## src/rtl/core/nsr_pkg.sv

```systemverilog
// ----------------------------------------------------------------------------
// Newton square root package
// Shared widths, register indexes, controller states and the command and
// status bundles that pass between the controller and the datapath.
// ----------------------------------------------------------------------------
`default_nettype none

package nsr_pkg;

  // Fixed-point format and field widths.
  localparam int FRAC_BITS = 16;
  localparam int VALUE_W   = 32;
  localparam int ROOT_W    = 24;
  localparam int TOL_W     = 16;
  localparam int LIMIT_W   = 6;
  localparam int STEPS_W   = 6;

  // Derived datapath widths.
  localparam int DIV_W     = VALUE_W + FRAC_BITS;
  localparam int DIV_CNT_W = $clog2(DIV_W + 1);
  localparam int PROD_W    = 2 * VALUE_W;
  localparam int SQ_W      = PROD_W - FRAC_BITS;

  // Configuration port.
  localparam int CFG_W     = 16;
  localparam int CFG_IDX_W = 1;

  localparam logic [CFG_IDX_W-1:0] CFG_IDX_TOLERANCE = 1'b0;
  localparam logic [CFG_IDX_W-1:0] CFG_IDX_LIMIT     = 1'b1;

  localparam logic [TOL_W-1:0]   TOL_RESET   = 16'd7;
  localparam logic [LIMIT_W-1:0] LIMIT_RESET = 6'd32;

  typedef enum logic [2:0] {
    ST_IDLE,
    ST_MUL,
    ST_CHECK,
    ST_DIV,
    ST_UPDATE,
    ST_FINISH
  } state_e;

  typedef struct packed {
    logic load;
    logic mul;
    logic div_start;
    logic update;
    logic conv_wr;
    logic conv_val;
    logic finish;
  } cmd_t;

  typedef struct packed {
    logic a_zero;
    logic res_below;
    logic at_limit;
    logic div_busy;
    logic out_free;
  } sts_t;

endpackage

`default_nettype wire

```

## src/rtl/core/newton_square_root_unit.sv

```systemverilog
// ----------------------------------------------------------------------------
// Newton square root unit
// Fixed-point square root of the magnitude of a signed Q16.16 value by
// Newton iteration, with a tolerance test and a step limit.
// ----------------------------------------------------------------------------
//
//   Channel   Direction  Handshake               Payload
//   input     in         in_valid_i / in_stall_o value_i (signed Q16.16)
//   output    out        out_valid_o/out_stall_i root_o, converged_o, steps_used_o
//   config    in         cfg_we_i                cfg_idx_i, cfg_wdata_i
//
// The next input is taken in the cycle after a result is written; each item runs N
// Newton steps, where N is at most the limit.
// Each step squares the guess, tests the residual, runs the bit-serial divider for the
// 48-bit quotient and then updates the guess.
// Reset idles the controller, clears the result valid flag and sets the configuration (7, 32).
// A held-off result waits in the output register; the next item is taken meanwhile.
//
`default_nettype none

module newton_square_root_unit (
  input  wire logic                               clk_i,
  input  wire logic                               rst_ni,
  input  wire logic                               in_valid_i,
  output logic                                    in_stall_o,
  input  wire logic signed [nsr_pkg::VALUE_W-1:0] value_i,
  output logic                                    out_valid_o,
  input  wire logic                               out_stall_i,
  output logic [nsr_pkg::ROOT_W-1:0]              root_o,
  output logic                                    converged_o,
  output logic [nsr_pkg::STEPS_W-1:0]             steps_used_o,
  input  wire logic                               cfg_we_i,
  input  wire logic [nsr_pkg::CFG_IDX_W-1:0]      cfg_idx_i,
  input  wire logic [nsr_pkg::CFG_W-1:0]          cfg_wdata_i
);

  // Commands from the controller and status from the datapath.
  nsr_pkg::cmd_t   cmd;
  nsr_pkg::sts_t   sts;
  nsr_pkg::state_e state;

  // The controller walks each item through square, test, divide and update.
  nsr_ctrl u_ctrl (
    .clk_i      (clk_i),
    .rst_ni     (rst_ni),
    .in_valid_i (in_valid_i),
    .in_stall_o (in_stall_o),
    .sts_i      (sts),
    .cmd_o      (cmd),
    .state_o    (state)
  );

  // The datapath owns all arithmetic, the configuration and the result register.
  nsr_dpath u_dpath (
    .clk_i        (clk_i),
    .rst_ni       (rst_ni),
    .cmd_i        (cmd),
    .sts_o        (sts),
    .value_i      (value_i),
    .cfg_we_i     (cfg_we_i),
    .cfg_idx_i    (cfg_idx_i),
    .cfg_wdata_i  (cfg_wdata_i),
    .out_stall_i  (out_stall_i),
    .out_valid_o  (out_valid_o),
    .root_o       (root_o),
    .converged_o  (converged_o),
    .steps_used_o (steps_used_o)
  );

  // The divider only runs while the controller waits for it.
  a_div_in_div_state : assert property (@(posedge clk_i) disable iff (!rst_ni)
    sts.div_busy |-> (state == nsr_pkg::ST_DIV))
    else $error("divider busy outside the divide state");

  // A zero root only comes from a zero input, which converges at once.
  a_zero_root : assert property (@(posedge clk_i) disable iff (!rst_ni)
    (out_valid_o && (root_o == '0)) |-> (converged_o && (steps_used_o == '0)))
    else $error("zero root reported with steps or without convergence");

  // After a transfer in, the block is busy with that item.
  a_busy_after_take : assert property (@(posedge clk_i) disable iff (!rst_ni)
    (in_valid_i && !in_stall_o) |=> in_stall_o)
    else $error("input taken twice without finishing an item");

  // A result is written only when the output register can take it.
  a_finish_free : assert property (@(posedge clk_i) disable iff (!rst_ni)
    cmd.finish |-> sts.out_free)
    else $error("result written over a waiting result");

endmodule

`default_nettype wire

```

## src/rtl/core/nsr_div.sv

```systemverilog
// ----------------------------------------------------------------------------
// Newton square root divider
// Restoring unsigned divider that produces one quotient bit per cycle.
// ----------------------------------------------------------------------------
`default_nettype none

module nsr_div (
  input  wire logic                        clk_i,
  input  wire logic                        rst_ni,
  input  wire logic                        start_i,
  input  wire logic [nsr_pkg::DIV_W-1:0]   dividend_i,
  input  wire logic [nsr_pkg::VALUE_W-1:0] divisor_i,
  output logic                             busy_o,
  output logic [nsr_pkg::DIV_W-1:0]        quotient_o
);

  logic                            busy_q, busy_d;
  logic [nsr_pkg::DIV_CNT_W-1:0]   cnt_q, cnt_d;
  logic [nsr_pkg::VALUE_W-1:0]     rem_q, rem_d;
  logic [nsr_pkg::DIV_W-1:0]       quo_q, quo_d;
  logic [nsr_pkg::VALUE_W-1:0]     dvs_q, dvs_d;
  logic [nsr_pkg::VALUE_W:0]       rem_sh;
  logic [nsr_pkg::VALUE_W:0]       rem_sub;
  logic                            ge;

  // The dividend shifts out of the top of quo_q while quotient bits enter at the bottom.
  always_comb begin
    rem_sh  = {rem_q, quo_q[nsr_pkg::DIV_W-1]};
    rem_sub = rem_sh - {1'b0, dvs_q};
    ge      = (rem_sh >= {1'b0, dvs_q});
  end

  always_comb begin
    busy_d = busy_q;
    cnt_d  = cnt_q;
    rem_d  = rem_q;
    quo_d  = quo_q;
    dvs_d  = dvs_q;
    if (start_i) begin
      busy_d = 1'b1;
      cnt_d  = nsr_pkg::DIV_CNT_W'(nsr_pkg::DIV_W);
      rem_d  = '0;
      quo_d  = dividend_i;
      dvs_d  = divisor_i;
    end else if (busy_q) begin
      rem_d = ge ? rem_sub[nsr_pkg::VALUE_W-1:0] : rem_sh[nsr_pkg::VALUE_W-1:0];
      quo_d = {quo_q[nsr_pkg::DIV_W-2:0], ge};
      cnt_d = cnt_q - 1'b1;
      if (cnt_q == nsr_pkg::DIV_CNT_W'(1)) begin
        busy_d = 1'b0;
      end
    end
  end

  always_ff @(posedge clk_i or negedge rst_ni) begin
    if (!rst_ni) begin
      busy_q <= 1'b0;
      cnt_q  <= '0;
    end else begin
      busy_q <= busy_d;
      cnt_q  <= cnt_d;
    end
  end

  always_ff @(posedge clk_i) begin
    rem_q <= rem_d;
    quo_q <= quo_d;
    dvs_q <= dvs_d;
  end

  assign busy_o     = busy_q;
  assign quotient_o = quo_q;

endmodule

`default_nettype wire

```

## src/rtl/core/nsr_dpath.sv

```systemverilog
// ----------------------------------------------------------------------------
// Newton square root datapath
// Holds the operand, guess, step count, configuration and result register,
// and carries out the squaring, residual test and Newton update.
// ----------------------------------------------------------------------------
`default_nettype none

module nsr_dpath (
  input  wire logic                          clk_i,
  input  wire logic                          rst_ni,
  input  wire nsr_pkg::cmd_t                 cmd_i,
  output nsr_pkg::sts_t                      sts_o,
  input  wire logic signed [nsr_pkg::VALUE_W-1:0] value_i,
  input  wire logic                          cfg_we_i,
  input  wire logic [nsr_pkg::CFG_IDX_W-1:0] cfg_idx_i,
  input  wire logic [nsr_pkg::CFG_W-1:0]     cfg_wdata_i,
  input  wire logic                          out_stall_i,
  output logic                               out_valid_o,
  output logic [nsr_pkg::ROOT_W-1:0]         root_o,
  output logic                               converged_o,
  output logic [nsr_pkg::STEPS_W-1:0]        steps_used_o
);

  logic [nsr_pkg::TOL_W-1:0]   tol_q;
  logic [nsr_pkg::LIMIT_W-1:0] lim_q;

  logic [nsr_pkg::VALUE_W-1:0] a_q, a_d;
  logic [nsr_pkg::VALUE_W-1:0] g_q, g_d;
  logic [nsr_pkg::STEPS_W-1:0] steps_q, steps_d;
  logic [nsr_pkg::PROD_W-1:0]  prod_q;
  logic                        conv_q;

  logic                        out_valid_q;
  logic [nsr_pkg::ROOT_W-1:0]  root_q;
  logic                        out_conv_q;
  logic [nsr_pkg::STEPS_W-1:0] out_steps_q;

  logic [nsr_pkg::VALUE_W-1:0] mag;
  logic [nsr_pkg::DIV_W-1:0]   dividend;
  logic [nsr_pkg::VALUE_W-1:0] divisor;
  logic [nsr_pkg::DIV_W-1:0]   quotient;
  logic                        div_busy;
  logic [nsr_pkg::DIV_W:0]     g_sum;
  logic [nsr_pkg::SQ_W-1:0]    sq;
  logic [nsr_pkg::SQ_W-1:0]    a_ext;
  logic [nsr_pkg::SQ_W-1:0]    resid;
  logic [nsr_pkg::ROOT_W-1:0]  root_sat;
  logic                        out_free;

  // Configuration registers.
  always_ff @(posedge clk_i or negedge rst_ni) begin
    if (!rst_ni) begin
      tol_q <= nsr_pkg::TOL_RESET;
      lim_q <= nsr_pkg::LIMIT_RESET;
    end else if (cfg_we_i) begin
      case (cfg_idx_i)
        nsr_pkg::CFG_IDX_TOLERANCE: tol_q <= cfg_wdata_i[nsr_pkg::TOL_W-1:0];
        nsr_pkg::CFG_IDX_LIMIT:     lim_q <= cfg_wdata_i[nsr_pkg::LIMIT_W-1:0];
        default: ;
      endcase
    end
  end

  // Magnitude of a two's complement value; the most negative code maps to 2^31.
  assign mag = value_i[nsr_pkg::VALUE_W-1] ? (~value_i + 1'b1) : value_i;

  assign dividend = {a_q, {nsr_pkg::FRAC_BITS{1'b0}}};
  assign divisor  = (g_q == '0) ? nsr_pkg::VALUE_W'(1) : g_q;

  nsr_div u_div (
    .clk_i      (clk_i),
    .rst_ni     (rst_ni),
    .start_i    (cmd_i.div_start),
    .dividend_i (dividend),
    .divisor_i  (divisor),
    .busy_o     (div_busy),
    .quotient_o (quotient)
  );

  // Newton update g = (g + q) / 2; the guess stays within 32 bits.
  assign g_sum = {{(nsr_pkg::DIV_W - nsr_pkg::VALUE_W + 1){1'b0}}, g_q}
               + {1'b0, quotient};

  always_comb begin
    a_d     = a_q;
    g_d     = g_q;
    steps_d = steps_q;
    if (cmd_i.load) begin
      a_d     = mag;
      g_d     = mag;
      steps_d = '0;
    end else if (cmd_i.update) begin
      g_d     = g_sum[nsr_pkg::VALUE_W:1];
      steps_d = steps_q + 1'b1;
    end
  end

  always_ff @(posedge clk_i) begin
    a_q     <= a_d;
    g_q     <= g_d;
    steps_q <= steps_d;
    if (cmd_i.mul) begin
      prod_q <= g_q * g_q;
    end
    if (cmd_i.conv_wr) begin
      conv_q <= cmd_i.conv_val;
    end
  end

  // Residual |a - g*g / 2^FRAC_BITS| against the tolerance.
  assign sq    = prod_q[nsr_pkg::PROD_W-1:nsr_pkg::FRAC_BITS];
  assign a_ext = nsr_pkg::SQ_W'(a_q);
  assign resid = (a_ext > sq) ? (a_ext - sq) : (sq - a_ext);

  assign root_sat = (|g_q[nsr_pkg::VALUE_W-1:nsr_pkg::ROOT_W]) ? '1
                                                               : g_q[nsr_pkg::ROOT_W-1:0];

  // Result register.
  assign out_free = !out_valid_q || !out_stall_i;

  always_ff @(posedge clk_i or negedge rst_ni) begin
    if (!rst_ni) begin
      out_valid_q <= 1'b0;
    end else if (cmd_i.finish) begin
      out_valid_q <= 1'b1;
    end else if (!out_stall_i) begin
      out_valid_q <= 1'b0;
    end
  end

  always_ff @(posedge clk_i) begin
    if (cmd_i.finish) begin
      root_q      <= root_sat;
      out_conv_q  <= conv_q;
      out_steps_q <= steps_q;
    end
  end

  always_comb begin
    sts_o.a_zero    = (a_q == '0);
    sts_o.res_below = (resid < nsr_pkg::SQ_W'(tol_q));
    sts_o.at_limit  = (steps_q >= lim_q);
    sts_o.div_busy  = div_busy;
    sts_o.out_free  = out_free;
  end

  assign out_valid_o  = out_valid_q;
  assign root_o       = root_q;
  assign converged_o  = out_conv_q;
  assign steps_used_o = out_steps_q;

endmodule

`default_nettype wire

```

## src/rtl/core/nsr_ctrl.sv

```systemverilog
// ----------------------------------------------------------------------------
// Newton square root controller
// Sequences squaring, residual test, division and update for one item.
// ----------------------------------------------------------------------------
`default_nettype none

module nsr_ctrl (
  input  wire logic            clk_i,
  input  wire logic            rst_ni,
  input  wire logic            in_valid_i,
  output logic                 in_stall_o,
  input  wire nsr_pkg::sts_t   sts_i,
  output nsr_pkg::cmd_t        cmd_o,
  output nsr_pkg::state_e      state_o
);

  nsr_pkg::state_e state_q, state_d;

  always_ff @(posedge clk_i or negedge rst_ni) begin
    if (!rst_ni) begin
      state_q <= nsr_pkg::ST_IDLE;
    end else begin
      state_q <= state_d;
    end
  end

  // Next state.
  always_comb begin
    state_d = state_q;
    case (state_q)
      nsr_pkg::ST_IDLE: begin
        if (in_valid_i) state_d = nsr_pkg::ST_MUL;
      end
      nsr_pkg::ST_MUL: begin
        state_d = nsr_pkg::ST_CHECK;
      end
      nsr_pkg::ST_CHECK: begin
        if (sts_i.a_zero || sts_i.res_below || sts_i.at_limit) begin
          state_d = nsr_pkg::ST_FINISH;
        end else begin
          state_d = nsr_pkg::ST_DIV;
        end
      end
      nsr_pkg::ST_DIV: begin
        if (!sts_i.div_busy) state_d = nsr_pkg::ST_UPDATE;
      end
      nsr_pkg::ST_UPDATE: begin
        state_d = nsr_pkg::ST_MUL;
      end
      nsr_pkg::ST_FINISH: begin
        if (sts_i.out_free) state_d = nsr_pkg::ST_IDLE;
      end
      default: begin
        state_d = nsr_pkg::ST_IDLE;
      end
    endcase
  end

  // Outputs.
  always_comb begin
    cmd_o      = '0;
    in_stall_o = 1'b1;
    case (state_q)
      nsr_pkg::ST_IDLE: begin
        in_stall_o = 1'b0;
        cmd_o.load = in_valid_i;
      end
      nsr_pkg::ST_MUL: begin
        cmd_o.mul = 1'b1;
      end
      nsr_pkg::ST_CHECK: begin
        if (sts_i.a_zero || sts_i.res_below) begin
          cmd_o.conv_wr  = 1'b1;
          cmd_o.conv_val = 1'b1;
        end else if (sts_i.at_limit) begin
          cmd_o.conv_wr  = 1'b1;
          cmd_o.conv_val = 1'b0;
        end else begin
          cmd_o.div_start = 1'b1;
        end
      end
      nsr_pkg::ST_UPDATE: begin
        cmd_o.update = 1'b1;
      end
      nsr_pkg::ST_FINISH: begin
        cmd_o.finish = sts_i.out_free;
      end
      default: ;
    endcase
  end

  assign state_o = state_q;

endmodule

`default_nettype wire
```

## config.mk

```make
export PLATFORM = sky130hd
export DESIGN_NAME = newton_square_root_unit
export DESIGN_NICKNAME = d
export VERILOG_FILES = /design/src/rtl/core/nsr_pkg.sv /design/src/rtl/core/newton_square_root_unit.sv /design/src/rtl/core/nsr_div.sv /design/src/rtl/core/nsr_dpath.sv /design/src/rtl/core/nsr_ctrl.sv
export SDC_FILE = /design/constraint.sdc
export NUM_CORES = 2
export LEC_CHECK = 0
export BUFFER_PORTS_ARGS = -buffer_cell sky130_fd_sc_hd__buf_2
export CAP_MARGIN = 20
export CORE_AREA = 2 2 348 350
export CTS_CLUSTER_SIZE = 40
export DETAILED_ROUTE_END_ITERATION = 8
export DIE_AREA = 0 0 350 352
export GPL_TIMING_DRIVEN = 0
export SETUP_SLACK_MARGIN = 0.15
export SYNTH_ARGS = -nofsm -noshare
export SYNTH_HDL_FRONTEND = slang
export SYNTH_SLANG_ARGS = --single-unit
```

## constraint.sdc

```tcl
create_clock -name clk_i -period 21.6 [get_ports clk_i]
set_clock_uncertainty 0.05 [all_clocks]
set_input_delay 1.08 -clock clk_i [delete_from_list [all_inputs] [get_ports clk_i]]
set_output_delay 1.08 -clock clk_i [all_outputs]
set_load 0.02 [all_outputs]
```

==> key figures <==
Synth
  – Mapped Area: 47520 um^2
  – Post-synthesis sequential area ratio: 0.1717
  – Synth warnings: 0
  – Post-synth EDFFs: 208
  – Syn Area/Cell: 9.407 um^2
  – Multiplexer share of the synthesized area: 0.01709
  – Adder-cell share of the synthesized area: 0.4539
  – Synth Area in Simple Gates: 0.1201
  – Xor-xnor portion of the synthesized cell area: 0.03686
  – Share of flip-flops with an asynchronous set or reset: 0.1119
  – Top FF cell, synth: edfxtp_1
  – Net Count, Synth: 6353
  – Area contributors post-synth: fa_1, edfxtp_1, ha_1, inv_1, nand2_1
  – Area leader, netlist: fa_1
  – Netlist cell types: 79
  – Post-synth top area share: 0.3349
  – Synth Area in Compound Gates: 0.09255
  – Cell count after synthesis: 5052
  – Seq cells post-synth: 295
  – Main combinational cell family by area after synthesis: adder cells

Worst setup path
  – Max FO, Critical Path: 10
  – Worst EP required: 21880 ps
  – CP peak stage delay: 880 ps
  – Most used cell along the critical path: fa_1
  – Worst path bufs/invs: 7
  – CP Launch Type: flop
  – Critical R2R Launch: u_dpath.g_q[13]
  – WP data arrival: 12290 ps
  – Slowest cell on crit path: edfxtp_1
  – Family with the most delay on the worst path: adder cells
  – Crit end category: flop
  – Crit path from: u_dpath.g_q[13]
  – Crit path kind: flop to flop

Drt
  – DRT antenna net count: 0
  – Post-Route WL: 152.5 mm
  – Mean routed wirelength per cell: 22.29 um
  – Starting DRC count in detailed routing: 2920
  – Via density: 5.279
  – Vias: 36.10k
  – Router iterations before antenna repair: 6
  – Drt drc: 0

Floorplan
  – # IOs: 87
  – Die Wd: 350 um
  – Starting Density: 0.3982
  – Core Region: 119300 um^2
  – Die Ht: 352 um
  – Die area: 123200 um^2
  – Row count: 127

Clocking
  – Num CTS Buffers: 36
  – Clock latency at the later pin of the worst-skew pair: 590 ps
  – Clock root cell: clkbuf_16
  – CTS tree: yes
  – Clock sinks: 295
  – Post-CTS Setup Repair Bufs: 0
  – CTS max path bufs: 3
  – Hold-fix buffers, CTS: 0
  – H-tree depth: 2
  – Clock Pin Slew Worst Setup and Hold Paths: 60 ps
  – Post-CTS resize count: 0

STA
  – Max Freq: 83.23 MHz
  – Fin. Hold Viols: 0
  – Unrepaired setup endpoints after global routing: false
  – Least-Margin Pin Slew: 1427 ps
  – Min Tclk post-route: 12010 ps
  – Final setup violation count: 0
  – Fin. max-slew vios: 0
  – Setup TNS: 0 ps
  – Period utilization: 0.5562
  – Normalized max-slew margin: 0.04846

Run
  – Maximum capacitance violations: 0

Layout
  – Layout cell share with drive strength beyond 1: 0.04633
  – Fillers: 11.67k
  – NumNets Final: 6497
  – Most common cell after layout, fill and taps aside: inv_1
  – Commonest non-fill, non-tap cells in the layout: inv_1, fa_1, ha_1
  – Post-synthesis to final-layout area growth: 8.410%

Global route
  – Gr busiest metal: met2
  – First-pass GRT wire length: 232.1 mm
  – Met3 usage: 0.04927
  – Total GRT Usage: 0.2511
  – Initial antenna violation count: 12
  – Largest net degree at the start of global routing: 40
  – M2 GR Usage: 0.3980
  – Gr ovfl total: 0
  – Met1 Use GR: 0.3359
  – Vias in the first global route: 37.68k

Place
  – Global placement routability congestion: 0.9641
  – Port bufs: 85
  – Dpl hpwl: 124.2 mm

Outcome
  – Status: complete, no violations

Worst hold path
  – Min-delay src: u_dpath.conv_q
  – Worst hold path type: flop to flop
logic make-up (layout without fill, tap and decap cells):
kind of cell	Yosys count	after routing
mux	80	80
fa+ha+maj	1247	1247
xor+xnor	200	200
flops	295	295
compound gates	690	690
buf+inv	1352	1523
simple gates	1188	1188
other cells	0	4
per-stage QoR:
step                hold slack [ps]  setup slack, ps  utilization  area [um^2]  cells
floorplan                     350.3            12970            -        47520   5052
global placement              356.4             9673       0.4187        49960   6749
detailed placement            365.3             9732       0.4211        50250   6765
CTS                           379.3             9702       0.4311        51450   6830
global route                  385.1             9321       0.4316        51510   6835
finish                        378.8             9586       0.4317        51520   6839
state kept, by name (all words and copies together), names as in the netlist:
| name | flops |
|---|---|
| u_ctrl.state_o | 3 |
| u_dpath.a_q | 32 |
| u_dpath.conv_q | 1 |
| u_dpath.converged_o | 1 |
| u_dpath.g_q | 32 |
| u_dpath.lim_q | 6 |
| u_dpath.out_valid_o | 1 |
| u_dpath.prod_q | 48 |
| u_dpath.root_o | 24 |
| u_dpath.steps_q | 6 |
| u_dpath.steps_used_o | 6 |
| u_dpath.tol_q | 16 |
| u_dpath.u_div.busy_o | 1 |
| u_dpath.u_div.cnt_q | 6 |
| u_dpath.u_div.dvs_q | 32 |
| u_dpath.u_div.quotient_o | 48 |
| u_dpath.u_div.rem_q | 32 |
cells in the mapped netlist, drive strengths merged, types with 33 or more instances:
cell	number
ha	452
nand3	39
xor2	91
clkbuf	202
dfxtp	54
nor3	43
nand2	431
edfxtp	208
mux2i	71
fa	795
a211oi	33
xnor2	109
inv	1125
and2	211
a21o	86
nor2	253
a21oi	191
nand4	34
o21ai	170
metal layers:
metal / up-vias / share of wire / routed length, um
met1: 18230 / 0.41 / 62820
met4: 0 / 0.044 / 6752
met5: - / 0 / 0
met3: 307 / 0.086 / 13060
li1: 16200 / - / -
met2: 1365 / 0.46 / 69840
path summary, 6_finish.rpt:
check | slack (ps) | end | depth (start not counted)
setup / recovery | 9590 | u_dpath.prod_q[62] | 30
hold / removal | 380 | u_dpath.converged_o | 0
setup reg to reg | 9590 | u_dpath.prod_q[62] | 30
hold reg to reg | 380 | u_dpath.converged_o | 0
max in group asynchronous | 20400 | u_dpath.u_div.busy_o | 1
min in group asynchronous | 560 | u_dpath.out_valid_o | 1
layout make-up:
class | instances | area, um^2 | share of cell area
plain buffers | 221 | 882.1 | 0.01712
flip-flops and latches | 295 | 8158 | 0.1583
repair buffers | 106 | 728.2 | 0.01413
diodes | 4 | 10.01 | 0.0001943
clock buffers | 42 | 943.4 | 0.01831
well taps | 1612 | 2017 | 0.03915
inverters | 1131 | 4245 | 0.08240
clock inverters | 23 | 256.5 | 0.004979
multi-input cells | 3405 | 34280 | 0.6654
Power is not shown: default switching activity piles up to over one toggle a cycle in this logic, so the estimate is an artifact.
